<file path="src/rtcb_pkg.sv">
// shared types, codes and byte conversions for the three-wire rtc burst master
`default_nettype none
package rtcb_pkg;

  // request codes on the operation field
  typedef enum logic [1:0] {
    OP_TICK  = 2'd0,
    OP_READ  = 2'd1,
    OP_WRITE = 2'd2,
    OP_SPARE = 2'd3
  } op_e;

  // status codes of each result beat
  typedef enum logic [1:0] {
    STATUS_IDLE = 2'd0,
    STATUS_BUSY = 2'd1,
    STATUS_DONE = 2'd2,
    STATUS_RSVD = 2'd3
  } status_e;

  // bytes sent on the wire
  localparam logic [7:0] CMD_BURST_WR = 8'hBE;
  localparam logic [7:0] CMD_BURST_RD = 8'hBF;
  localparam logic [7:0] CMD_CONTROL  = 8'h8E;
  localparam logic [7:0] WP_ON        = 8'h80;
  localparam logic [7:0] WP_OFF       = 8'h00;

  localparam int unsigned NumRegs = 7;

  // one result beat
  typedef struct packed {
    logic                        chip_enable;
    logic                        serial_clock;
    logic                        data_out;
    logic                        data_drive;
    status_e                     status;
    logic [NumRegs-1:0][7:0]     got;
  } result_t;

  // binary to bcd with clamp at 99; tens digit by reciprocal multiply
  function automatic logic [7:0] to_bcd(input logic [6:0] v);
    logic [6:0]  b;
    logic [14:0] prod;
    logic [3:0]  tens;
    logic [6:0]  ones;
    b    = (v > 7'd99) ? 7'd99 : v;
    prod = 15'(b) * 15'd205;
    tens = prod[14:11];
    ones = b - 7'({tens, 3'b000}) - 7'({tens, 1'b0});
    return {tens, ones[3:0]};
  endfunction

  // bcd to binary: high nibble times ten plus low nibble
  function automatic logic [7:0] from_bcd(input logic [7:0] b);
    return 8'({b[7:4], 3'b000}) + 8'({b[7:4], 1'b0}) + 8'(b[3:0]);
  endfunction

endpackage
`default_nettype wire

</file>
<file path="src/rtcb_seq.sv">
// bit sequencer: holds transfer state and forms one result per tick
`default_nettype none
module rtcb_seq (
  input  wire logic                          clk_i,
  input  wire logic                          rst_ni,
  input  wire logic                          accept_i,
  input  wire logic [1:0]                    operation_i,
  input  wire logic                          sda_in_i,
  input  wire logic [rtcb_pkg::NumRegs-1:0][6:0] set_value_i,
  output rtcb_pkg::result_t                  result_o
);

  typedef enum logic [1:0] {
    ST_IDLE,
    ST_START,
    ST_BIT,
    ST_FINISH
  } step_e;

  step_e       step_q, step_d;
  logic        kind_q, kind_d;
  logic [3:0]  byte_q, byte_d;
  logic [2:0]  bit_q, bit_d;
  logic        half_q, half_d;
  logic [7:0]  shift_q, shift_d;
  logic [7:0]  pending_q [rtcb_pkg::NumRegs];
  logic [7:0]  pending_d [rtcb_pkg::NumRegs];
  logic [rtcb_pkg::NumRegs-1:0][7:0] captured_q, captured_d;

  logic        reading;
  logic        sck;
  logic [7:0]  tx_byte;
  logic [2:0]  pend_idx;
  logic [2:0]  cap_idx;

  // byte to send for the current byte slot
  always_comb begin
    pend_idx = 3'(byte_q - 4'd3);
    tx_byte  = rtcb_pkg::WP_ON;
    if (!kind_q) begin
      tx_byte = rtcb_pkg::CMD_BURST_RD;
    end else if (byte_q == 4'd0) begin
      tx_byte = rtcb_pkg::CMD_CONTROL;
    end else if (byte_q == 4'd1) begin
      tx_byte = rtcb_pkg::WP_OFF;
    end else if (byte_q == 4'd2) begin
      tx_byte = rtcb_pkg::CMD_BURST_WR;
    end else if (byte_q >= 4'd3 && byte_q <= 4'd9) begin
      tx_byte = pending_q[pend_idx];
    end
  end

  // next state and pin levels of this tick
  always_comb begin
    step_d     = step_q;
    kind_d     = kind_q;
    byte_d     = byte_q;
    bit_d      = bit_q;
    half_d     = half_q;
    shift_d    = shift_q;
    pending_d  = pending_q;
    captured_d = captured_q;
    reading    = !kind_q && (byte_q != 4'd0);
    sck        = 1'b0;
    cap_idx    = 3'(byte_q - 4'd1);

    result_o.chip_enable  = 1'b0;
    result_o.serial_clock = 1'b0;
    result_o.data_out     = 1'b0;
    result_o.data_drive   = 1'b1;
    result_o.status       = rtcb_pkg::STATUS_BUSY;

    case (step_q)
      ST_IDLE: begin
        if (operation_i == rtcb_pkg::OP_READ || operation_i == rtcb_pkg::OP_WRITE) begin
          kind_d = (operation_i == rtcb_pkg::OP_WRITE);
          if (kind_d) begin
            for (int i = 0; i < rtcb_pkg::NumRegs; i++) begin
              pending_d[i] = rtcb_pkg::to_bcd(set_value_i[i]);
            end
          end
          byte_d = 4'd0;
          bit_d  = 3'd0;
          half_d = 1'b0;
          step_d = ST_BIT;
        end else begin
          result_o.status = rtcb_pkg::STATUS_IDLE;
        end
      end
      ST_START: begin
        bit_d  = 3'd0;
        half_d = 1'b0;
        step_d = ST_BIT;
      end
      ST_BIT: begin
        result_o.chip_enable = 1'b1;
        if (!half_q) begin
          if (reading) begin
            shift_d = {sda_in_i, shift_q[7:1]};
          end else if (bit_q == 3'd0) begin
            shift_d = tx_byte;
          end
          half_d = 1'b1;
        end else begin
          sck    = 1'b1;
          half_d = 1'b0;
        end
        result_o.serial_clock = sck;
        if (reading) begin
          result_o.data_drive = 1'b0;
        end else begin
          result_o.data_out = shift_d[bit_q];
        end
        // end of a bit: advance, capture and close bytes
        if (sck) begin
          if (bit_q != 3'd7) begin
            bit_d = bit_q + 3'd1;
          end else begin
            bit_d = 3'd0;
            if (reading && byte_q <= 4'd7) begin
              captured_d[cap_idx] = rtcb_pkg::from_bcd(shift_d);
            end
            byte_d = byte_q + 4'd1;
            if (!kind_q) begin
              if (byte_d >= 4'd9) step_d = ST_FINISH;
            end else begin
              if (byte_d == 4'd2) begin
                step_d = ST_START;
              end else if (byte_d >= 4'd11) begin
                step_d = ST_FINISH;
              end
            end
          end
        end
      end
      default: begin
        result_o.status = rtcb_pkg::STATUS_DONE;
        step_d          = ST_IDLE;
      end
    endcase

    result_o.got = captured_d;
  end

  // control state
  always_ff @(posedge clk_i or negedge rst_ni) begin
    if (!rst_ni) begin
      step_q     <= ST_IDLE;
      kind_q     <= 1'b0;
      byte_q     <= 4'd0;
      bit_q      <= 3'd0;
      half_q     <= 1'b0;
      shift_q    <= 8'd0;
      captured_q <= '0;
    end else if (accept_i) begin
      step_q     <= step_d;
      kind_q     <= kind_d;
      byte_q     <= byte_d;
      bit_q      <= bit_d;
      half_q     <= half_d;
      shift_q    <= shift_d;
      captured_q <= captured_d;
    end
  end

  // latched write values, no reset
  always_ff @(posedge clk_i) begin
    if (accept_i) begin
      pending_q <= pending_d;
    end
  end

endmodule
`default_nettype wire

</file>
<file path="src/rtc_three_wire_burst_master_top.sv">
// top level: tick channel, sequencer and result register
// Three-wire real-time-clock burst master. Each input beat is one half bit
// period of the serial bus; each beat gives exactly one result beat with the
// pin levels (enable, clock, data, drive), a status code and the seven
// converted time bytes of the last read.
// Input channel: in_valid_i / in_stall_o with operation, sampled data pin
// and the seven binary write values. Output channel: out_valid_o /
// out_stall_i with the pin levels, status and got_* bytes.
// An accepted beat's result is in the output register in the next cycle.
// Throughput: one beat per cycle unless the receiver stalls; the sequencer
// works out a tick in a single pass, stored straight in the result register.
// A burst read takes 146 ticks and a burst write 179, counting the request
// tick, the enable gap of a write and the finish tick.
// When the receiver stalls, the held result stays put and in_stall_o is
// raised so the sequencer does not advance.
// Reset clears the sequencer to idle and the captured bytes to zero; the
// output register comes up empty.
`default_nettype none
module rtc_three_wire_burst_master_top (
  input  wire logic       clk_i,
  input  wire logic       rst_ni,
  input  wire logic       in_valid_i,
  output logic            in_stall_o,
  input  wire logic [1:0] operation_i,
  input  wire logic       sda_in_i,
  input  wire logic [6:0] set_second_i,
  input  wire logic [6:0] set_minute_i,
  input  wire logic [6:0] set_hour_i,
  input  wire logic [6:0] set_date_i,
  input  wire logic [6:0] set_month_i,
  input  wire logic [6:0] set_weekday_i,
  input  wire logic [6:0] set_year_i,
  output logic            out_valid_o,
  input  wire logic       out_stall_i,
  output logic            chip_enable_o,
  output logic            serial_clock_o,
  output logic            data_out_o,
  output logic            data_drive_o,
  output logic [1:0]      status_o,
  output logic [7:0]      got_second_o,
  output logic [7:0]      got_minute_o,
  output logic [7:0]      got_hour_o,
  output logic [7:0]      got_date_o,
  output logic [7:0]      got_month_o,
  output logic [7:0]      got_weekday_o,
  output logic [7:0]      got_year_o
);

  logic                                   accept;
  logic                                   out_valid_q, out_valid_d;
  logic [rtcb_pkg::NumRegs-1:0][6:0]      set_value;
  rtcb_pkg::result_t                      result;
  rtcb_pkg::result_t                      result_q;

  // handshake: take a beat whenever the result register is free or drains
  assign in_stall_o  = out_valid_q && out_stall_i;
  assign accept      = in_valid_i && !in_stall_o;
  assign out_valid_d = accept || (out_valid_q && out_stall_i);

  // write values in register order
  assign set_value = {set_year_i, set_weekday_i, set_month_i, set_date_i,
                      set_hour_i, set_minute_i, set_second_i};

  rtcb_seq u_seq (
    .clk_i       (clk_i),
    .rst_ni      (rst_ni),
    .accept_i    (accept),
    .operation_i (operation_i),
    .sda_in_i    (sda_in_i),
    .set_value_i (set_value),
    .result_o    (result)
  );

  // result register
  always_ff @(posedge clk_i or negedge rst_ni) begin
    if (!rst_ni) begin
      out_valid_q <= 1'b0;
    end else begin
      out_valid_q <= out_valid_d;
    end
  end

  always_ff @(posedge clk_i) begin
    if (accept) begin
      result_q <= result;
    end
  end

  // output fields
  assign out_valid_o    = out_valid_q;
  assign chip_enable_o  = result_q.chip_enable;
  assign serial_clock_o = result_q.serial_clock;
  assign data_out_o     = result_q.data_out;
  assign data_drive_o   = result_q.data_drive;
  assign status_o       = result_q.status;
  assign got_second_o   = result_q.got[0];
  assign got_minute_o   = result_q.got[1];
  assign got_hour_o     = result_q.got[2];
  assign got_date_o     = result_q.got[3];
  assign got_month_o    = result_q.got[4];
  assign got_weekday_o  = result_q.got[5];
  assign got_year_o     = result_q.got[6];

  // checks
  a_accept_gives_result: assert property (@(posedge clk_i) disable iff (!rst_ni)
    accept |=> out_valid_o)
    else $error("accepted beat gave no result");

  a_idle_pins: assert property (@(posedge clk_i) disable iff (!rst_ni)
    (out_valid_o && status_o != rtcb_pkg::STATUS_BUSY) |-> (!chip_enable_o && !serial_clock_o
      && data_drive_o && !data_out_o))
    else $error("pins not at idle levels outside a transfer");

  a_release_inside: assert property (@(posedge clk_i) disable iff (!rst_ni)
    (out_valid_o && !data_drive_o) |-> (chip_enable_o && !data_out_o))
    else $error("data released outside an enabled read");

  // the last accepted tick stays in result_q even after it has drained
  a_clock_low_first: assert property (@(posedge clk_i) disable iff (!rst_ni)
    (accept && result.serial_clock) |-> result_q.chip_enable)
    else $error("clock high without a preceding enabled tick");

endmodule
`default_nettype wire
</file>
<file path="config.mk">
export PLATFORM = sky130hd
export DESIGN_NAME = rtc_three_wire_burst_master_top
export DESIGN_NICKNAME = d
export VERILOG_FILES = /design/src/rtcb_pkg.sv /design/src/rtcb_seq.sv /design/src/rtc_three_wire_burst_master_top.sv
export SDC_FILE = /design/constraint.sdc
export NUM_CORES = 1
export LEC_CHECK = 0
export ABC_CLOCK_PERIOD_IN_PS = 5100
export BUFFER_PORTS_ARGS = -buffer_cell sky130_fd_sc_hd__buf_2
export CAP_MARGIN = 40
export CORE_AREA = 2 2 241 124
export CTS_CLUSTER_SIZE = 24
export DETAILED_ROUTE_END_ITERATION = 7
export DIE_AREA = 0 0 243 126
export PLACE_DENSITY = 0.75
export SYNTH_ARGS = -nofsm -noshare
export SYNTH_HDL_FRONTEND = slang
export SYNTH_HIERARCHICAL = 1
export SYNTH_SLANG_ARGS = --single-unit
export TNS_END_PERCENT = 30
</file>
<file path="constraint.sdc">
create_clock -name clk_i -period 5.1 [get_ports clk_i]
set_input_delay 0.255 -clock clk_i [delete_from_list [all_inputs] [get_ports clk_i]]
set_output_delay 0.255 -clock clk_i [all_outputs]
set_load 0.1 [all_outputs]
</file>
== After elaboration in Yosys (flattened, before gate mapping) ==
Index checks and enable logic that the tools add are counted.
W data, S select, Z words.

* Register bits: 194
* Logic and storage cells: 170

* Bitwise logic cells: 2
* Magnitude comparators: 16
* Mux-type cells: 54
* Eq/ne operators: 13
* $mul: 7
* Add/subtract/negate cells: 20
* Reduce and logical (&&, ||, !) cells: 25

{| class="wikitable"
|+ Operators by type and width
! operator !! number
|-
| $mux W56 || 4
|-
| $mul A7 B8 Y15 const B || 7
|-
| $mux W8 || 12
|-
| $bwmux W56 || 1
|-
| $sub A4 B4 Y4 || 14
|-
| $gt A7 B7 Y1 const B || 7
|-
| $mux W7 || 7
|-
| $bmux W8 S3 || 1
|-
| $demux W8 S3 || 1
|-
| $mux W4 || 4
|-
| $mux W2 || 7
|-
| $ge A4 B4 Y1 const B || 3
|-
| $mux W3 || 3
|-
| $pmux W3 S3 || 1
|-
| $add A7 B5 Y8 || 1
|-
| $add A8 B4 Y8 || 1
|-
| $eq A4 B2 Y1 const B || 2
|-
| $lt A3 B4 Y1 const B || 2
|-
| $mux W1 || 8
|-
| $pmux W4 S2 || 1
|-
| $reduce_and A4 Y1 || 2
|-
| $logic_and A1 B1 Y1 || 6
|-
| $pmux W2 S3 || 1
|-
| $reduce_and A3 Y1 || 2
|-
| other kinds (33) || 39
|}

== Logic depth before layout (Yosys ltp) ==
* Depth after elaboration: 21
* Gate-level depth with buffers: 22
* Mapped depth without buffers: 21

== Modules after synthesis ==
The synthesis kept the hierarchy.

{| class="wikitable"
|+ By module, submodules not included
! module !! instances !! sequential area each (um2) !! area each (um2) !! cells an instance
|-
| rtcb_seq || 1 || 3558.4 || 13584.3 || 1328
|-
| rtc_three_wire_burst_master_top || 1 || 1886.8 || 1911.8 || 66
|}

== Worst setup path after synthesis ==
Ideal clock, no wire load.

* Path kind: register to register
* Start point: register out_valid_q (netlist: out_valid_o)
* End point: register u_seq/pending_q[0] (netlist name), enable pin
* Arrival time: 4.794 ns
* Cell stages (with the launch flop): 5
* Path slack: -0.115 ns
* Buffers on the path: 2
* Required time: 4.679 ns
* Path through: dfrtp_1 a21boi_2 clkbuf_1 clkbuf_1 and3_1

* Word-level cells in the longest chain between the ends: 4

{| class="wikitable"
|+ RTL lines
! what !! RTL line !! text
|-
| start: declaration || rtc_three_wire_burst_master_top.sv:50 || <nowiki>logic out_valid_q, out_valid_d;</nowiki>
|-
| start signal: assignment || rtc_three_wire_burst_master_top.sv:79 || <nowiki>out_valid_q <= out_valid_d;</nowiki>
|-
| $logic_and A1 B1 Y1 || rtc_three_wire_burst_master_top.sv:56 || <nowiki>assign in_stall_o = out_valid_q && out_stall_i;</nowiki>
|-
| $logic_not A1 Y1 || rtc_three_wire_burst_master_top.sv:57 || <nowiki>assign accept = in_valid_i && !in_stall_o;</nowiki>
|-
| $logic_and A1 B1 Y1 || rtc_three_wire_burst_master_top.sv:57 ||
|-
| named net accept || rtc_three_wire_burst_master_top.sv:49 || <nowiki>logic accept;</nowiki>
|-
| $reduce_and A4 Y1 (no source line) || - ||
|-
| end signal: assignment || rtcb_seq.sv:169 || <nowiki>pending_q <= pending_d;</nowiki>
|-
| end: declaration || rtcb_seq.sv:26 || <nowiki>logic [7:0] pending_q [rtcb_pkg::NumRegs];</nowiki>
|}

The timed path passes the listed nets, and every way through them passes these cells.
A chain may end at the register's enable or synchronous reset.

== Final worst setup path ==
* Start point: input port set_date_i[4]
* End point: register u_seq/pending_q[27] (netlist name), data pin

* Word-level cells in the longest chain between the ends: 5

{| class="wikitable"
|+ RTL lines
! what !! RTL line !! text
|-
| start: declaration || rtc_three_wire_burst_master_top.sv:29 || <nowiki>input wire logic [6:0] set_date_i,</nowiki>
|-
| $gt A7 B7 Y1 || rtcb_pkg.sv:46 || <nowiki>b = (v > 7'd99) ? 7'd99 : v;</nowiki>
|-
| $mux W7 (*) || rtcb_pkg.sv:46 ||
|-
| $mul A7 B8 Y15 || rtcb_pkg.sv:47 || <nowiki>prod = 15'(b) * 15'd205;</nowiki>
|-
| $sub A4 B4 Y4 || rtcb_pkg.sv:49 || <nowiki>ones = b - 7'({tens, 3'b000}) - 7'({tens, 1'b0});</nowiki>
|-
| $sub A4 B4 Y4 (*) || rtcb_pkg.sv:49 ||
|}

Mark *: on every way between the ends. The rest lies on a longest branch, timed or not.

==> flow_metrics.env <==
export IMPL_clock_sinks=194
export IMPL_crit_slowest_cell="o311ai_1"
export IMPL_synth_edf_count=118
export IMPL_cpLargestDelayFamily="adder cells"
export IMPL_fp_coreArea_sq_mm=0.0285
export IMPL_fmax_mhz=209
export IMPL_initial_utilization_pct=54.3
export IMPL_critPathMaxStageDelay_ps=470
export IMPL_grt_antenna_before_repair=0
export IMPL_rsz0062_at_grt="false"
export IMPL_setup_violations_final=0
export IMPL_synthArstFlopShare_pct=39.2
export IMPL_ir_drop_mv=0.337
export IMPL_grt_max_degree=58
export IMPL_area_growth_pct=11.7
export IMPL_drt_total_wl_mm=33.8
export IMPL_final_common_cell="ha_1"
export IMPL_synthCells=1394
export IMPL_syn_nets=1770
export IMPL_drive_gt1_share_pct=18.2
export IMPL_synthTopCellsByArea="edfxtp_1, ha_1, dfrtp_1, fa_1, mux2_2"
export IMPL_path_cells="buf_2, o311ai_1, nand2b_1, ha_1, inv_1, fa_1, inv_1, fa_1, ha_1, ha_1, o21ai_0, a21oi_1, o22a_1, a21oi_1, xnor2_1, ha_1, xor2_2, nor2_1, mux2_2, nor3_1, xor2_1"
export IMPL_gr_total_overflow=0
export IMPL_dieArea_sq_mm=0.0306
export IMPL_cp_arrival_ps=4980
export IMPL_fillers=2325
export IMPL_netlist_area_sq_mm=0.0155
export IMPL_min_path_type="in -> reg"
export IMPL_cts_root_buffer="clkbuf_16"
export IMPL_grt_pass1_vias=10600
export IMPL_die_h_um=126
export IMPL_p_leak_nw=8.31
export IMPL_clock_path_buffers=2
export IMPL_power_density_mw_per_mm2=401
export IMPL_synth_seq_cells=194
export IMPL_start_kind="primary input"
export IMPL_worstPathRequired_ps=5290
export IMPL_die_w_um=243
export IMPL_gp_congestion=0.926
export IMPL_fin_crit_ps=4790
export IMPL_maxCapViolCount=0
export IMPL_finalHoldViolCount=0
export IMPL_ios=120
export IMPL_rows=44
export IMPL_clock_skew_ps=12.0
export IMPL_antenna_left=0
export IMPL_cts_repair_timing_setup_buffer_count=0
export IMPL_cpMostUsedCell="ha_1"
export IMPL_htree_levels=4
export IMPL_max_slew_worst_pin_slew_ps=803
export IMPL_insertion_delay_ps=450
export IMPL_path_buf_inv=3
export IMPL_track_usage_pct=23.1
export IMPL_worst_hold_slack_ps=69.9
export IMPL_drt_initial_drc_count=877
export IMPL_yosysSeqAreaShare_pct=35.1
export IMPL_via_count=10800
export IMPL_drt_first_pass_iters=6
export IMPL_fin_area_sq_mm=0.0173
export IMPL_synth_distinct_cells=82
export IMPL_dpl_cell_area_sq_mm=0.0167
export IMPL_post_route_drc_count=0
export IMPL_layout_nets=1902
export IMPL_status="complete, no violations"
export IMPL_clk_pin_slew_ps=70
export IMPL_grt_pass1_wl_mm=55.9
export IMPL_wl_per_cell_um=17.5
export IMPL_cts_tree="yes"
export IMPL_io_buffers=119
export IMPL_crit_type="in -> reg"
export IMPL_tns_ps=0
export IMPL_antenna_cells=0
export IMPL_synth_top_area_share_pct=22.9
export IMPL_final_cell_mix="ha_1, inv_1, edfxtp_1, buf_2, dfrtp_1"
export IMPL_synth_ff_type="edfxtp_1"
export IMPL_max_slew_margin_pct=46.2
export IMPL_period_share_pct=93.9
export IMPL_slew_violations=0
export IMPL_worst_path_max_fanout=5
export IMPL_end_kind="register"
export IMPL_place_hpwl_mm=27.0
export IMPL_synth_area_leader_cell="edfxtp_1"
export IMPL_avgSynthCellArea_sq_um=11.1
export IMPL_cts_buffers=17
export IMPL_yosysWarnings=6
export IMPL_viasPerCell=5.62
-- synth_stat cells (10+ instances only) --
cell / n
mux2i_1: 20
o31ai_1: 10
mux2_2: 62
dfrtp_1: 76
fa_1: 58
or2_2: 10
nor2b_1: 12
o21ai_1: 27
and2_1: 23
nand2b_1: 23
nand2_1: 73
xnor2_1: 40
nor3_1: 10
xor2_1: 11
inv_1: 181
nand3_1: 32
o21ai_0: 23
mux2_1: 24
nor2_1: 57
ha_1: 262
and3_1: 10
edfxtp_1: 118
a21oi_1: 43
clkbuf_1: 28
-- layout make-up --
class	count	area, sq um	area share [%]
multi-input combinational	976	9170	53.0
sequential	194	5450	31.5
timing repair buffer	156	906	5.23
inverter	181	679	3.92
tap	391	489	2.83
clock buffer	18	450	2.60
clock inverter	14	168	0.968
-- logic make-up (layout without fill, tap and decap cells) --
logic type      Yosys count  count (layout)  share of synthesized area [%]
fa+ha+maj               320             320                           28.6
xor+xnor                 55              55                           3.38
mux                     115             115                           8.87
flops                   194             194                           35.1
simple gates            288             288                           9.57
compound gates          198             198                           8.62
buf+inv                 224             369                           5.76
-- flip-flops by register name, summed over array words and instances (netlist names), 2 cells and up --
register / flops
u_seq/shift_q: 8
status_o: 2
got_month_o: 8
got_weekday_o: 8
u_seq/pending_q: 56
got_second_o: 8
u_seq/bit_q: 3
u_seq/step_q: 2
got_date_o: 8
u_seq/byte_q: 4
u_seq/captured_q: 56
got_hour_o: 8
got_minute_o: 8
got_year_o: 8
-- worst register-to-register path, delay by kind of cell, from the launching register on --
family          cells  cell delay [ps]
fa+ha+maj           4             1550
compound gates      4              940
mux                 2              580
flops               1              530
simple gates        2              420
xor+xnor            1              350
buf+inv             1              130
-- repair_timing --
item	CTS	global route
resized for setup	0	5
hold buffers	2	0
endpoints found under the setup margin	0	3
endpoints found under the hold margin	43	0
-- per-stage QoR --
step           std cells  utilization, %  power [mW]  worst slack, ps
2_1_floorplan       1394               -        4.44             56.5
3_3_place_gp        1894            58.3        5.34             -230
3_5_place_dp        1896            58.4        5.49             -301
4_1_cts             1930            60.7        6.94              137
5_1_grt             1930            60.7        7.47            0.170
6_report            1930            60.7        6.95              309
-- report_power, final --
| group | leakage, nW | total [mW] | internal, mW | switching (mW) |
|---|---|---|---|---|
| registers | 2.12 | 1.98 | 1.90 | 0.0882 |
| logic | 5.89 | 3.56 | 1.32 | 2.24 |
| clock network | 0.295 | 1.40 | 0.767 | 0.630 |
| total | 8.31 | 6.95 | 3.99 | 2.96 |
-- layer usage --
metal | vias up | track usage, % | part of all wire, %
li1 | 5222 | - | -
met1 | 5294 | 37.3 | 53
met2 | 302 | 32.1 | 40
met3 | 23 | 4.58 | 6.2
met4 | 0 | 3.83 | 0.63
met5 | - | 0 | 0
-- path summary, 6_finish.rpt --
path | start | to | slack [ps] | depth (start not counted)
setup / recovery | set_date_i[4] | u_seq/pending_q[27]$_DFFE_PP_ | 310 | 21
hold / removal | out_stall_i | out_valid_o$_DFF_PN0_ | 70 | 2
setup reg to reg | u_seq/byte_q[0]$_DFFE_PN0P_ | got_minute_o[6]$_DFFE_PP_ | 310 | 14
hold reg to reg | u_seq/captured_q[12]$_DFFE_PN0P_ | u_seq/captured_q[12]$_DFFE_PN0P_ | 490 | 1
max in group asynchronous | rst_ni | u_seq/captured_q[53]$_DFFE_PN0P_ | 4070 | 3
min in group asynchronous | rst_ni | u_seq/captured_q[22]$_DFFE_PN0P_ | 400 | 2
Note: power is estimated with default switching activity, not from simulation.
